[src/hdl/gpl_pkg.sv]
// ----------------------------------------------------------------------------
// gpl_pkg
// shared types and constants of the gpio port with configuration lock
// ----------------------------------------------------------------------------
package gpl_pkg;

  localparam int PORT_W = 16;
  localparam int WORD_W = 32;

  // register select codes
  localparam logic [2:0] SEL_CFG_LOW  = 3'd0;
  localparam logic [2:0] SEL_CFG_HIGH = 3'd1;
  localparam logic [2:0] SEL_INPUT    = 3'd2;
  localparam logic [2:0] SEL_OUTPUT   = 3'd3;
  localparam logic [2:0] SEL_SET_RST  = 3'd4;
  localparam logic [2:0] SEL_RESET    = 3'd5;
  localparam logic [2:0] SEL_LOCK     = 3'd6;
  localparam logic [2:0] SEL_UNUSED   = 3'd7;

  // access kinds
  localparam logic CMD_READ  = 1'b0;
  localparam logic CMD_WRITE = 1'b1;

  // lock key sequence steps
  localparam logic [1:0] KEY_IDLE  = 2'd0;
  localparam logic [1:0] KEY_ONE   = 2'd1;
  localparam logic [1:0] KEY_TWO   = 2'd2;
  localparam logic [1:0] KEY_THREE = 2'd3;

  localparam logic [WORD_W-1:0] CFG_RESET = 32'h4444_4444;
  localparam int                KEY_BIT   = 16;
  localparam logic [3:0]        NIBBLE    = 4'hf;

  typedef struct packed {
    logic [WORD_W-1:0] cfg_low;
    logic [WORD_W-1:0] cfg_high;
    logic [PORT_W-1:0] out_data;
    logic [PORT_W-1:0] lock_bits;
    logic              lock_key;
    logic [1:0]        key_step;
  } gpl_state_t;

endpackage

[src/hdl/gpl_update.sv]
// ----------------------------------------------------------------------------
// gpl_update
// next register state and read word for one bus access
// ----------------------------------------------------------------------------
module gpl_update #(
  parameter int PIN_COUNT = 16
) (
  input  gpl_pkg::gpl_state_t               state,
  input  logic                              cmd,
  input  logic [2:0]                        reg_select,
  input  logic [gpl_pkg::WORD_W-1:0]        write_data,
  input  logic [gpl_pkg::PORT_W-1:0]        pin_levels,
  output gpl_pkg::gpl_state_t               state_next,
  output logic [gpl_pkg::WORD_W-1:0]        read_data
);
  import gpl_pkg::*;

  localparam logic [PORT_W-1:0] PIN_MASK =
    PORT_W'((17'(1) << PIN_COUNT) - 17'(1));

  logic [PORT_W-1:0] lo;
  logic [PORT_W-1:0] hi;
  logic              key1;
  logic              same;
  logic [WORD_W-1:0] mask_low;
  logic [WORD_W-1:0] mask_high;

  assign lo   = write_data[PORT_W-1:0] & PIN_MASK;
  assign hi   = write_data[WORD_W-1:PORT_W] & PIN_MASK;
  assign key1 = write_data[KEY_BIT];
  assign same = (lo == state.lock_bits);

  // nibbles a cfg write may change: present and not locked
  always_comb begin
    mask_low  = '0;
    mask_high = '0;
    for (int i = 0; i < 8; i++) begin
      if ((i < PIN_COUNT) && !(state.lock_key && state.lock_bits[i])) begin
        mask_low[4*i +: 4] = NIBBLE;
      end
      if ((i + 8 < PIN_COUNT) && !(state.lock_key && state.lock_bits[i+8])) begin
        mask_high[4*i +: 4] = NIBBLE;
      end
    end
  end

  always_comb begin
    state_next = state;
    read_data  = '0;
    if (cmd == CMD_READ) begin
      unique case (reg_select)
        SEL_CFG_LOW:  read_data = state.cfg_low;
        SEL_CFG_HIGH: read_data = state.cfg_high;
        SEL_INPUT:    read_data = {{(WORD_W-PORT_W){1'b0}}, pin_levels & PIN_MASK};
        SEL_OUTPUT:   read_data = {{(WORD_W-PORT_W){1'b0}}, state.out_data};
        SEL_LOCK: begin
          read_data = {{(WORD_W-PORT_W-1){1'b0}}, state.lock_key, state.lock_bits};
          if (!state.lock_key) begin
            if (state.key_step == KEY_THREE) begin
              state_next.lock_key = 1'b1;
            end
            state_next.key_step = KEY_IDLE;
          end
        end
        default: read_data = '0;
      endcase
    end else begin
      unique case (reg_select)
        SEL_CFG_LOW:
          state_next.cfg_low = (state.cfg_low & ~mask_low) | (write_data & mask_low);
        SEL_CFG_HIGH:
          state_next.cfg_high = (state.cfg_high & ~mask_high) | (write_data & mask_high);
        SEL_OUTPUT:  state_next.out_data = lo;
        SEL_SET_RST: state_next.out_data = ((state.out_data & ~hi) | lo) & PIN_MASK;
        SEL_RESET:   state_next.out_data = state.out_data & ~lo & PIN_MASK;
        SEL_LOCK: begin
          if (!state.lock_key) begin
            priority if (state.key_step == KEY_IDLE && key1) begin
              state_next.key_step = KEY_ONE;
            end else if (state.key_step == KEY_ONE && !key1 && same) begin
              state_next.key_step = KEY_TWO;
            end else if (state.key_step == KEY_TWO && key1 && same) begin
              state_next.key_step = KEY_THREE;
            end else begin
              state_next.key_step = KEY_IDLE;
            end
            state_next.lock_bits = lo;
          end
        end
        default: state_next = state;
      endcase
    end
  end

endmodule

[src/hdl/gpio_port_with_config_lock.sv]
// ----------------------------------------------------------------------------
// gpio_port_with_config_lock
// sixteen-pin gpio register block with a lock key on the pad configuration
// ----------------------------------------------------------------------------
// usage:
//   the slave stream carries one bus access per word: tuser holds the access
//   kind and the register select, tdata the write word and the sampled pin
//   levels. the master stream returns one word per access with the read
//   value and the port state after the access (output levels, both config
//   words, lock flag).
//   an accepted word shows on the master side in the cycle after its
//   acceptance. throughput is one access per cycle while the receiver
//   takes each result, set by the single result register; the register
//   state updates at acceptance. when the receiver stalls, the result
//   register holds its word and s_tready follows m_tready, so a new access
//   enters in the same cycle the waiting result leaves.
//   reset (rst, synchronous) returns both config words to 0x44444444,
//   clears output data, lock bits, lock flag and the key sequence, and
//   empties the result register.
// ----------------------------------------------------------------------------
module gpio_port_with_config_lock #(
  parameter int PIN_COUNT = 16
) (
  input  logic         clk,
  input  logic         rst,
  // slave side: accesses
  input  logic         s_tvalid,
  output logic         s_tready,
  input  logic [47:0]  s_tdata,   // write_data[31:0], pin_levels[47:32]
  input  logic [3:0]   s_tuser,   // cmd[0], reg_select[3:1]
  // master side: results
  output logic         m_tvalid,
  input  logic         m_tready,
  output logic [119:0] m_tdata    // read_data[31:0], output_levels[47:32],
                                  // pad_config_low[79:48],
                                  // pad_config_high[111:80],
                                  // lock_active[112], zero pad[119:113]
);
  import gpl_pkg::*;

  gpl_state_t        state;
  gpl_state_t        state_next;
  logic [WORD_W-1:0] read_data;
  logic              accept;

  // result register
  logic              res_valid;
  logic [WORD_W-1:0] res_read;
  gpl_state_t        res_state;

  // output register empties as it is taken, so the pipe never bubbles
  assign s_tready = !res_valid || m_tready;
  assign accept   = s_tvalid && s_tready;

  gpl_update #(
    .PIN_COUNT(PIN_COUNT)
  ) u_update (
    .state      (state),
    .cmd        (s_tuser[0]),
    .reg_select (s_tuser[3:1]),
    .write_data (s_tdata[31:0]),
    .pin_levels (s_tdata[47:32]),
    .state_next (state_next),
    .read_data  (read_data)
  );

  // port registers
  always_ff @(posedge clk) begin
    if (rst) begin
      state.cfg_low   <= CFG_RESET;
      state.cfg_high  <= CFG_RESET;
      state.out_data  <= '0;
      state.lock_bits <= '0;
      state.lock_key  <= 1'b0;
      state.key_step  <= KEY_IDLE;
    end else if (accept) begin
      state <= state_next;
    end
  end

  // result valid flag
  always_ff @(posedge clk) begin
    if (rst) begin
      res_valid <= 1'b0;
    end else if (s_tready) begin
      res_valid <= s_tvalid;
    end
  end

  // result payload, reports the state after the access
  always_ff @(posedge clk) begin
    if (accept) begin
      res_read  <= read_data;
      res_state <= state_next;
    end
  end

  assign m_tvalid = res_valid;
  assign m_tdata  = {7'b0, res_state.lock_key, res_state.cfg_high,
                     res_state.cfg_low, res_state.out_data, res_read};

endmodule

[config.mk]
export PLATFORM = sky130hd
export DESIGN_NAME = gpio_port_with_config_lock
export DESIGN_NICKNAME = d
export VERILOG_FILES = /design/src/hdl/gpl_pkg.sv /design/src/hdl/gpl_update.sv /design/src/hdl/gpio_port_with_config_lock.sv
export SDC_FILE = /design/constraint.sdc
export NUM_CORES = 1
export LEC_CHECK = 0
export ABC_AREA = 1
export BUFFER_PORTS_ARGS = -buffer_cell sky130_fd_sc_hd__buf_2
export CAP_MARGIN = 20
export CORE_UTILIZATION = 57
export DETAILED_ROUTE_END_ITERATION = 10
export GPL_TIMING_DRIVEN = 0
export PLACE_DENSITY = 0.81
export SETUP_SLACK_MARGIN = 0.05
export SLEW_MARGIN = 20
export SYNTH_ARGS = -nofsm -noshare
export SYNTH_HDL_FRONTEND = slang
export SYNTH_HIERARCHICAL = 1
export SYNTH_SLANG_ARGS = --single-unit
[constraint.sdc]
create_clock -name clk -period 4.3 [get_ports clk]
set_clock_uncertainty 0.15 [all_clocks]
set_input_delay 0.215 -clock clk [delete_from_list [all_inputs] [get_ports clk]]
set_output_delay 0.215 -clock clk [all_outputs]
set_load 0.02 [all_outputs]
==> results of run 1 <==
-- worst max-delay path, stage by stage, from the launching register on --
cell and delay [ps]:
dfxtp_1 330, inv_1 100, clkbuf_1 570, o21ai_1 410, o21ai_0 580, inv_1 80
nand3_1 100, nand2_1 50, nor2_1 100
-- metrics by stage --
step                      setup TNS, ps  hold slack [ps]
after floorplan                       0            134.1
after global placement           -17720            265.5
after detailed placement              0            275.4
after CTS                             0            1.237
after global routing                  0            7.536
final                                 0            10.94
-- cells by family (layout without fill, tap and decap cells) --
group | count (synthesis) | count (layout) | share of synthesized area
and+or+nand+nor | 564 | 564 | 0.2345
AOI/OAI and AO/OA | 295 | 295 | 0.1468
buffers and inverters | 253 | 489 | 0.1071
DFF | 213 | 213 | 0.5113
other | 1 | 7 | 0.0003554
-- sequential cells by signal (all words and copies together) (netlist names) --
register,count
m_tvalid,1
state,99
m_tdata,81
res_read,32
-- layout by cell type (no fill, tap or decap), types with 8 or more instances in the layout --
| master | instances |
|---|---|
| nand2_1 | 314 |
| buf_2 | 200 |
| inv_1 | 164 |
| o21ai_0 | 127 |
| a21oi_1 | 116 |
| edfxtp_1 | 113 |
| nor2_1 | 108 |
| nand3_1 | 103 |
| dfxtp_1 | 100 |
| nand3_2 | 31 |
| clkbuf_1 | 27 |
| clkbuf_16 | 24 |
| dlygate4sd3_1 | 24 |
| buf_4 | 18 |
| o21ai_1 | 17 |
| o22ai_1 | 17 |
| buf_6 | 10 |
| a21oi_2 | 8 |
-- cell type report --
class	count	area share
sequential	213	0.4232
multi-input combinational	866	0.3177
timing repair buffer	195	0.08773
clock buffer	33	0.05132
inverter	171	0.05074
buffer	82	0.03827
tap	229	0.02247
clock inverter	8	0.008636
-- path summary, 6_finish.rpt --
path	slack, ps	end	cells after the start	startpoint
setup / recovery	1750	state[39]	8	state[2]
hold reg to reg	330	state[77]	2	state[77]
setup reg to reg	1750	state[39]	8	state[2]
hold / removal	10	m_tdata[52]	3	s_tdata[4]
-- repair_timing --
item,in CTS,in global routing
hold buffers,24,0
hold endpoints to repair,25,0
gates resized for setup,0,0
-- layer usage --
metal | vias up | global-route usage | part of all wire
met5 | - | 0 | 0
met4 | 0 | 0.1700 | 0.043
met3 | 111 | 0.08244 | 0.13
met2 | 729 | 0.5829 | 0.44
met1 | 4831 | 0.5201 | 0.38
li1 | 4793 | - | -
-- report_power, final --
| group | internal [W] | total [W] | switching (W) | leakage, nW |
|---|---|---|---|---|
| sequential | 0.00232 | 0.00240 | 0.0000861 | 1.94 |
| clock | 0.00119 | 0.00202 | 0.000836 | 0.370 |
| combinational | 0.000280 | 0.000891 | 0.000611 | 3.33 |
==> impl_metrics.json, run 1 <==
{
  "post-route-util": 0.7073,
  "synth.most_common_cell": "nand2_1",
  "drive_above_1_share": 0.2009,
  "final_antenna_net_count": 0,
  "drt-total-wl_mm": 36.96,
  "layoutNonFillerInstCount": 1797,
  "vias": 10464,
  "synth_ff_type": "edfxtp_1",
  "clock_sinks": 213,
  "powerDensity_mw_per_mm2": 417.0,
  "synth-edff-count": 113,
  "synthToLayoutAreaGrowth_pct": 20.82,
  "synth-seq-area-share": 0.5113,
  "grt.overflow.total": 0,
  "die_h_um": 138.1,
  "stdcell_area_mm2": 0.01275,
  "min_period_over_period": 0.5934,
  "synth_cells": 1326,
  "dpl_worst_slack_ps": 1788,
  "place.gp.congestion": 0.9738,
  "multi_input_area_mm2": 0.004050,
  "async_reset_ff_frac": 0,
  "clock.fmax_ghz": 0.3919,
  "numCtsBuffers": 23,
  "crit_required_ps": 4610,
  "rows": 49,
  "cts_tree": "built",
  "setup_violations": 0,
  "ys_top_cells_by_count": "314 x nand2_1, 165 x inv_1, 127 x o21ai_0",
  "startpoint_type": "flip-flop",
  "cts.path.max_buffers": 3,
  "power.leakage_nw": 5.648,
  "fillers": 1444,
  "regArea_mm2": 0.005395,
  "drc_errors": 0,
  "maxSlewHeadroom": 0.4146,
  "worst_pin_slew_ps": 878.1,
  "synth_area_mm2": 0.01055,
  "insertion_delay_ps": 530,
  "rsz0062_at_grt": "false",
  "grt_pass1_wl_mm": 55.69,
  "yosysTopAreaCellShare": 0.3216,
  "grt_pass1_vias": 9646,
  "pin_count": 178,
  "yosys_register_bits": 213,
  "crit_path_max_fanout": 10,
  "grt_max_degree": 60,
  "report.final.slew_viol_count": 0,
  "postCtsSetupBuffers": 0,
  "synth_largest_area_cell": "edfxtp_1",
  "drtPass1Iterations": 8,
  "hold_viol": 0,
  "cap_violations": 0,
  "clk_pin_slew_worst_paths_ps": 70,
  "path_class": "reg2reg",
  "yosysWarnings": 6,
  "worst_slack_ps": 1748,
  "nets": 1608,
  "initial_utilization": 0.5855,
  "yosys-top-cells-area": "edfxtp_1 32%, dfxtp_1 19%, nand2_1 11%",
  "synth.avg_cell_area_um2": 7.958,
  "cts_root_buf": "clkbuf_16",
  "drt_iter0_drc": 1294,
  "outcome": "finished clean",
  "diodes": 0,
  "htreeDepth": 1,
  "fp.dieArea_mm2": 0.01906,
  "end_kind": "flip-flop",
  "wl_per_cell_um": 20.57,
  "core_mm2": 0.01802,
  "dp_cells": 1732,
  "gr-usage-all-layers": 0.3808,
  "synthDistinctLibCells": 27,
  "hold_path_class": "in2reg",
  "dp_hpwl_mm": 26.76,
  "place_area_mm2": 0.01175,
  "p_total_w": 0.005317,
  "vias_per_cell": 5.823,
  "vdd_ir_drop_max_mv": 0.3413,
  "min_period_ps": 2552,
  "portBuffers": 170,
  "antenna_found_initial": 0,
  "arrival_ps": 2860,
  "dieWidth_um": 138.1
}
(Power assumes the default switching activity.)
==> run 2: changes to the inputs <==
--- a/config.mk
+++ b/config.mk
@@ -5,7 +5,7 @@
 export SDC_FILE = /design/constraint.sdc
 export NUM_CORES = 1
 export LEC_CHECK = 0
-export ABC_AREA = 1
+export ABC_AREA = 0
 export BUFFER_PORTS_ARGS = -buffer_cell sky130_fd_sc_hd__buf_2
 export CAP_MARGIN = 20
 export CORE_UTILIZATION = 57
==> constraint.sdc (replaced) <==
create_clock -name clk -period 2.4 [get_ports clk]
set_clock_uncertainty 0.15 [all_clocks]
set_input_delay 0.12 -clock clk [delete_from_list [all_inputs] [get_ports clk]]
set_output_delay 0.12 -clock clk [all_outputs]
set_load 0.02 [all_outputs]
==> impl_metrics.json, run 2 <==
{
  "outcome": "finished clean",
  "fp.dieArea_mm2": 0.01894,
  "drtPass1Iterations": 5,
  "dieWidth_um": 137.6,
  "rsz0062_at_grt": "false",
  "critPathSlowestCell": "clkbuf_8",
  "cp-startpoint": "m_tvalid",
  "yosysTopAreaCellShare": 0.3237,
  "drt_iter0_drc": 939,
  "power.leakage_nw": 4.902,
  "vias": 8975,
  "clock_sinks": 213,
  "numCtsBuffers": 22,
  "die_h_um": 137.6,
  "startpoint_type": "flip-flop",
  "grt_pass1_wl_mm": 47.90,
  "rows": 49,
  "critical_path.cell_chain": "nand2b_4 -> buf_6 -> and2_4 -> buf_6 -> clkbuf_8",
  "grt.overflow.total": 0,
  "drive_above_1_share": 0.3314,
  "r2r-start": "m_tvalid",
  "final_cell_mix": "195 x buf_2, 118 x a21oi_1, 113 x edfxtp_1",
  "worst_slack_ps": 145.4,
  "hold_path_class": "in2reg",
  "nets": 1262,
  "portBuffers": 167,
  "end_kind": "flip-flop",
  "fillers": 1358,
  "maxSlewHeadroom": 0.3548,
  "grt_pass1_vias": 8480,
  "cts.path.max_buffers": 3,
  "max_stage_delay_ps": 770,
  "place.gp.congestion": 0.9826,
  "cts_root_buf": "clkbuf_16",
  "report.final.slew_viol_count": 0,
  "synth_largest_area_cell": "edfxtp_1",
  "drc_errors": 0,
  "arrival_ps": 2230,
  "powerDensity_mw_per_mm2": 650.6,
  "synth.avg_cell_area_um2": 10.89,
  "synth-edff-count": 113,
  "synth_area_mm2": 0.01048,
  "core_mm2": 0.01802,
  "largest-register": "state",
  "vdd_ir_drop_max_mv": 0.7666,
  "diodes": 0,
  "post-route-util": 0.7091,
  "final_antenna_net_count": 0,
  "worst_pin_slew_ps": 967.8,
  "cap_violations": 0,
  "yosysWarnings": 6,
  "insertion_delay_ps": 510,
  "gr-usage-all-layers": 0.3401,
  "htreeDepth": 1,
  "synthToLayoutAreaGrowth_pct": 21.91,
  "grt_max_degree": 123,
  "wl_per_cell_um": 22.04,
  "vias_per_cell": 6.185,
  "hold_viol": 0,
  "ys_top_cells_by_count": "118 x a21oi_1, 113 x edfxtp_1, 100 x dfxtp_1",
  "initial_utilization": 0.5816,
  "tns_ps": 0,
  "path_class": "reg2reg",
  "yosys_register_bits": 213,
  "layoutNonFillerInstCount": 1451,
  "min_period_over_period": 0.9394,
  "dp_cells": 1365,
  "regArea_mm2": 0.005395,
  "multi_input_area_mm2": 0.004621,
  "antenna_found_initial": 0,
  "min_period_ps": 2255,
  "synth_ff_type": "edfxtp_1",
  "async_reset_ff_frac": 0,
  "drt-total-wl_mm": 31.99,
  "dp_hpwl_mm": 22.41,
  "worst_hold_slack_ps": 18.95,
  "crit_path_max_fanout": 122,
  "cp_common_cell": "buf_6",
  "synth_cells": 963,
  "yosys-top-cells-area": "edfxtp_1 32%, dfxtp_1 19%, mux2_2 8.3%",
  "cts_tree": "built",
  "synthDistinctLibCells": 44,
  "largest_reg_flops": 99,
  "layout_commonest_cell": "buf_2",
  "crit_required_ps": 2380,
  "pin_count": 178,
  "synth-seq-area-share": 0.5146,
  "setup_violations": 0,
  "dpl_worst_slack_ps": 88.08,
  "synth.most_common_cell": "a21oi_1",
  "ff2ff_setup_slack_ps": 150,
  "clk_pin_slew_worst_paths_ps": 60,
  "clock.fmax_ghz": 0.4435,
  "hold_start": "s_tdata[6]"
}
-- run 2: cells by family after synthesis --
logic type / Yosys count / synth area share
DFF: 213 / 0.5146
AOI/OAI and AO/OA: 272 / 0.1842
buffers and inverters: 91 / 0.04678
and+or+nand+nor: 243 / 0.1099
xor gates and xnor gates: 16 / 0.01337
muxes: 127 / 0.1308
other: 1 / 0.0003577
-- run 2: layer usage --
layer  global-route usage  vias up  wire [µm]
met4               0.1850        0       1675
met1               0.4446     4310      12130
met5                    0        -          0
li1                     -     3985          -
met3              0.05813      119       3276
met2               0.5371      561      14900
-- run 2: path summary, 6_finish.rpt --
check / end / cells after the start
setup / recovery: m_tdata[53] / 5
hold / removal: m_tdata[54] / 2
setup reg to reg: m_tdata[53] / 5
hold reg to reg: state[69] / 2
-- run 2: cell type report --
cell class	count	area share
repair buffers	213	0.1014
inverters	6	0.001762
plain buffers	85	0.03681
multi-input cells	665	0.3615
clock inverters	6	0.002447
flip-flops and latches	213	0.4221
well taps	229	0.02242
clock buffers	34	0.05149
-- run 2: through the flow --
| stage | area, µm² | power [W] |
|---|---|---|
| final | 12780 | 0.008315 |
| after global routing | 12780 | 0.008518 |
| after CTS | 12780 | 0.008303 |
| after detailed placement | 11630 | 0.005013 |
| after global placement | 11630 | 0.004994 |
| after floorplan | 10510 | 0.004657 |
-- run 2: timing repair --
| action | CTS | global route |
|---|---|---|
| buffers inserted | 0 | 0 |
| hold endpoints to repair | 110 | 0 |
| gates resized for setup | 0 | 0 |
| hold buffers | 46 | 0 |
-- run 2: critical path, delay by kind of cell (launching register included) --
family / cells / cell delay (ps)
DFF: 1 / 340
and+or+nand+nor: 2 / 240
buffers and inverters: 3 / 1080
-- run 2: report_power, final --
| part | total (W) | internal (W) | switching [W] |
|---|---|---|---|
| Sequential | 0.00401 | 0.00397 | 0.0000453 |
| Combinational | 0.00101 | 0.000345 | 0.000663 |
| Clock | 0.00329 | 0.00189 | 0.00140 |
| Total | 0.00832 | 0.00620 | 0.00211 |
==> run 3: changes to the inputs <==
--- a/config.mk
+++ b/config.mk
@@ -8,10 +8,9 @@
 export ABC_AREA = 0
 export BUFFER_PORTS_ARGS = -buffer_cell sky130_fd_sc_hd__buf_2
 export CAP_MARGIN = 20
-export CORE_UTILIZATION = 57
+export CORE_UTILIZATION = 35
 export DETAILED_ROUTE_END_ITERATION = 10
 export GPL_TIMING_DRIVEN = 0
-export PLACE_DENSITY = 0.81
 export SETUP_SLACK_MARGIN = 0.05
 export SLEW_MARGIN = 20
 export SYNTH_ARGS = -nofsm -noshare
==> impl_metrics.json, run 3 (synthesis gave the netlist of run 2 again) <==
{
  "drt-total-wl_mm": 34.45,
  "fillers": 2832,
  "dp_cells": 1520,
  "grt_pass1_wl_mm": 51.31,
  "hold_start": "rst",
  "largest_reg_flops": 99,
  "crit_buf_inv": 2,
  "r2r_cells": 7,
  "drt_iter0_drc": 749,
  "cts.path.max_buffers": 3,
  "drc_errors": 0,
  "fp.dieArea_mm2": 0.03065,
  "startpoint_type": "flip-flop",
  "report.final.slew_viol_count": 0,
  "drtPass1Iterations": 5,
  "vias": 8509,
  "critical_path_cell_count": 7,
  "rows": 62,
  "cap_violations": 0,
  "min_period_over_period": 0.9190,
  "clock_sinks": 213,
  "r2r-start": "state[2]",
  "clock.fmax_ghz": 0.4534,
  "ff2ff_setup_slack_ps": 190,
  "postCtsSetupBuffers": 0,
  "pin_count": 178,
  "path_class": "reg2reg",
  "outcome": "finished clean",
  "cts_tree": "built",
  "max_stage_delay_ps": 460,
  "gr-usage-all-layers": 0.2230,
  "htreeDepth": 1,
  "arrival_ps": 2490,
  "layout_commonest_cell": "buf_2",
  "powerDensity_mw_per_mm2": 658.3,
  "place_area_mm2": 0.01182,
  "worst_slack_ps": 194.5,
  "min_period_ps": 2206,
  "end_kind": "flip-flop",
  "r2r-end": "state[97]",
  "maxSlewHeadroom": 0.2674,
  "dieWidth_um": 175.1,
  "critical_path.cell_chain": "buf_6 -> clkbuf_1 -> nand2_1 -> nand2_1 -> mux2_2 -> nor2_1 -> mux2i_1",
  "p_total_w": 0.008613,
  "stdcell_area_mm2": 0.01308,
  "grt_pass1_vias": 8373,
  "numCtsBuffers": 25,
  "final_antenna_net_count": 0,
  "core_mm2": 0.02909,
  "vdd_ir_drop_max_mv": 0.4227,
  "wl_per_cell_um": 21.33,
  "place.gp.congestion": 0.9186,
  "die_h_um": 175.1,
  "drive_above_1_share": 0.3350,
  "rsz0062_at_grt": "false",
  "hold_viol": 0,
  "crit_path_max_fanout": 10,
  "crit_required_ps": 2690,
  "whs_path_depth": 3,
  "regArea_mm2": 0.005395,
  "critPathSlowestCell": "clkbuf_1",
  "worst_pin_slew_ps": 1090,
  "min_to": "state[33]",
  "antenna_found_initial": 1,
  "synthToLayoutAreaGrowth_pct": 24.80,
  "grt.overflow.total": 0,
  "power.leakage_nw": 4.954,
  "dpl_worst_slack_ps": 16.84,
  "initial_utilization": 0.3604,
  "cp_common_cell": "nand2_1",
  "nets": 1267,
  "dp_hpwl_mm": 24.97,
  "layoutNonFillerInstCount": 1615,
  "vias_per_cell": 5.269,
  "setup_violations": 0,
  "portBuffers": 167,
  "insertion_delay_ps": 550,
  "hold_path_class": "in2reg",
  "tns_ps": 0,
  "final_cell_mix": "195 x buf_2, 118 x a21oi_1, 113 x edfxtp_1",
  "path_delay_family": "buffers and inverters",
  "multi_input_area_mm2": 0.004621,
  "grt_max_degree": 123,
  "cts_root_buf": "clkbuf_16",
  "clk_pin_slew_worst_paths_ps": 60,
  "largest-register": "state"
}
==> run 3: cell count changes in the layout (fill, tap and decap cells not counted), moves of 2 or more <==
cell           before  now
clkinv_1            1    5
dlygate4sd3_1      46   48
clkinv_4            0    5
clkbuf_1           38   33
==> run 3: repair_timing <==
action	4_1_cts	5_1_grt
gates resized for setup	2	0
hold buffers	48	0
setup endpoints to repair	47	0
hold endpoints to repair	124	0
==> run 3: cell type report <==
class / instances / share of cell area
Antenna cell: 1 / 0.0001913
Clock inverter: 16 / 0.008415
Sequential cell: 213 / 0.4124
Multi-Input combinational cell: 665 / 0.3532
Inverter: 6 / 0.001721
Timing Repair Buffer: 215 / 0.1006
Tap cell: 384 / 0.03672
Clock buffer: 30 / 0.05078
Buffer: 85 / 0.03605
==> run 3: tightest hold or removal path, cell delays in order <==
cell and delay [ps]:
buf_2 160, clkbuf_1 250, a21oi_1 160
==> run 3: metrics by stage <==
stage | hold WS, ps | utilization
after floorplan | 195.5 | -
after global placement | 357.6 | 0.4064
after detailed placement | 358.8 | 0.4064
after CTS | 26.16 | 0.4497
after global routing | 42.02 | 0.4497
final | 35.21 | 0.4498
==> run 3: worst max path at each step <==
stage          startpoint      endpoint  slack, ps
4_1_cts          m_tvalid   res_read[1]        190
5_1_grt          state[2]     state[81]         60
3_3_place_gp     m_tvalid   m_tdata[51]         60
2_1_floorplan    m_tvalid  m_tdata[100]        370
3_5_place_dp   s_tuser[3]     state[34]         20
6_report         state[2]     state[97]        190
==> run 3: power breakdown <==
part	internal [W]	switching, W	total [W]	leakage, nW
logic	0.000347	0.000669	0.00102	2.67
clock network	0.00200	0.00158	0.00358	0.380
registers	0.00397	0.0000466	0.00402	1.91
==> run 3: routing by layer <==
layer / vias to the layer above / wire length [µm] / GRT usage
met1: 4091 / 14900 / 0.3012
met4: 0 / 1287 / 0.09420
met2: 345 / 15720 / 0.3474
li1: 4003 / - / -
met3: 70 / 2550 / 0.04373
met5: - / 0 / 0
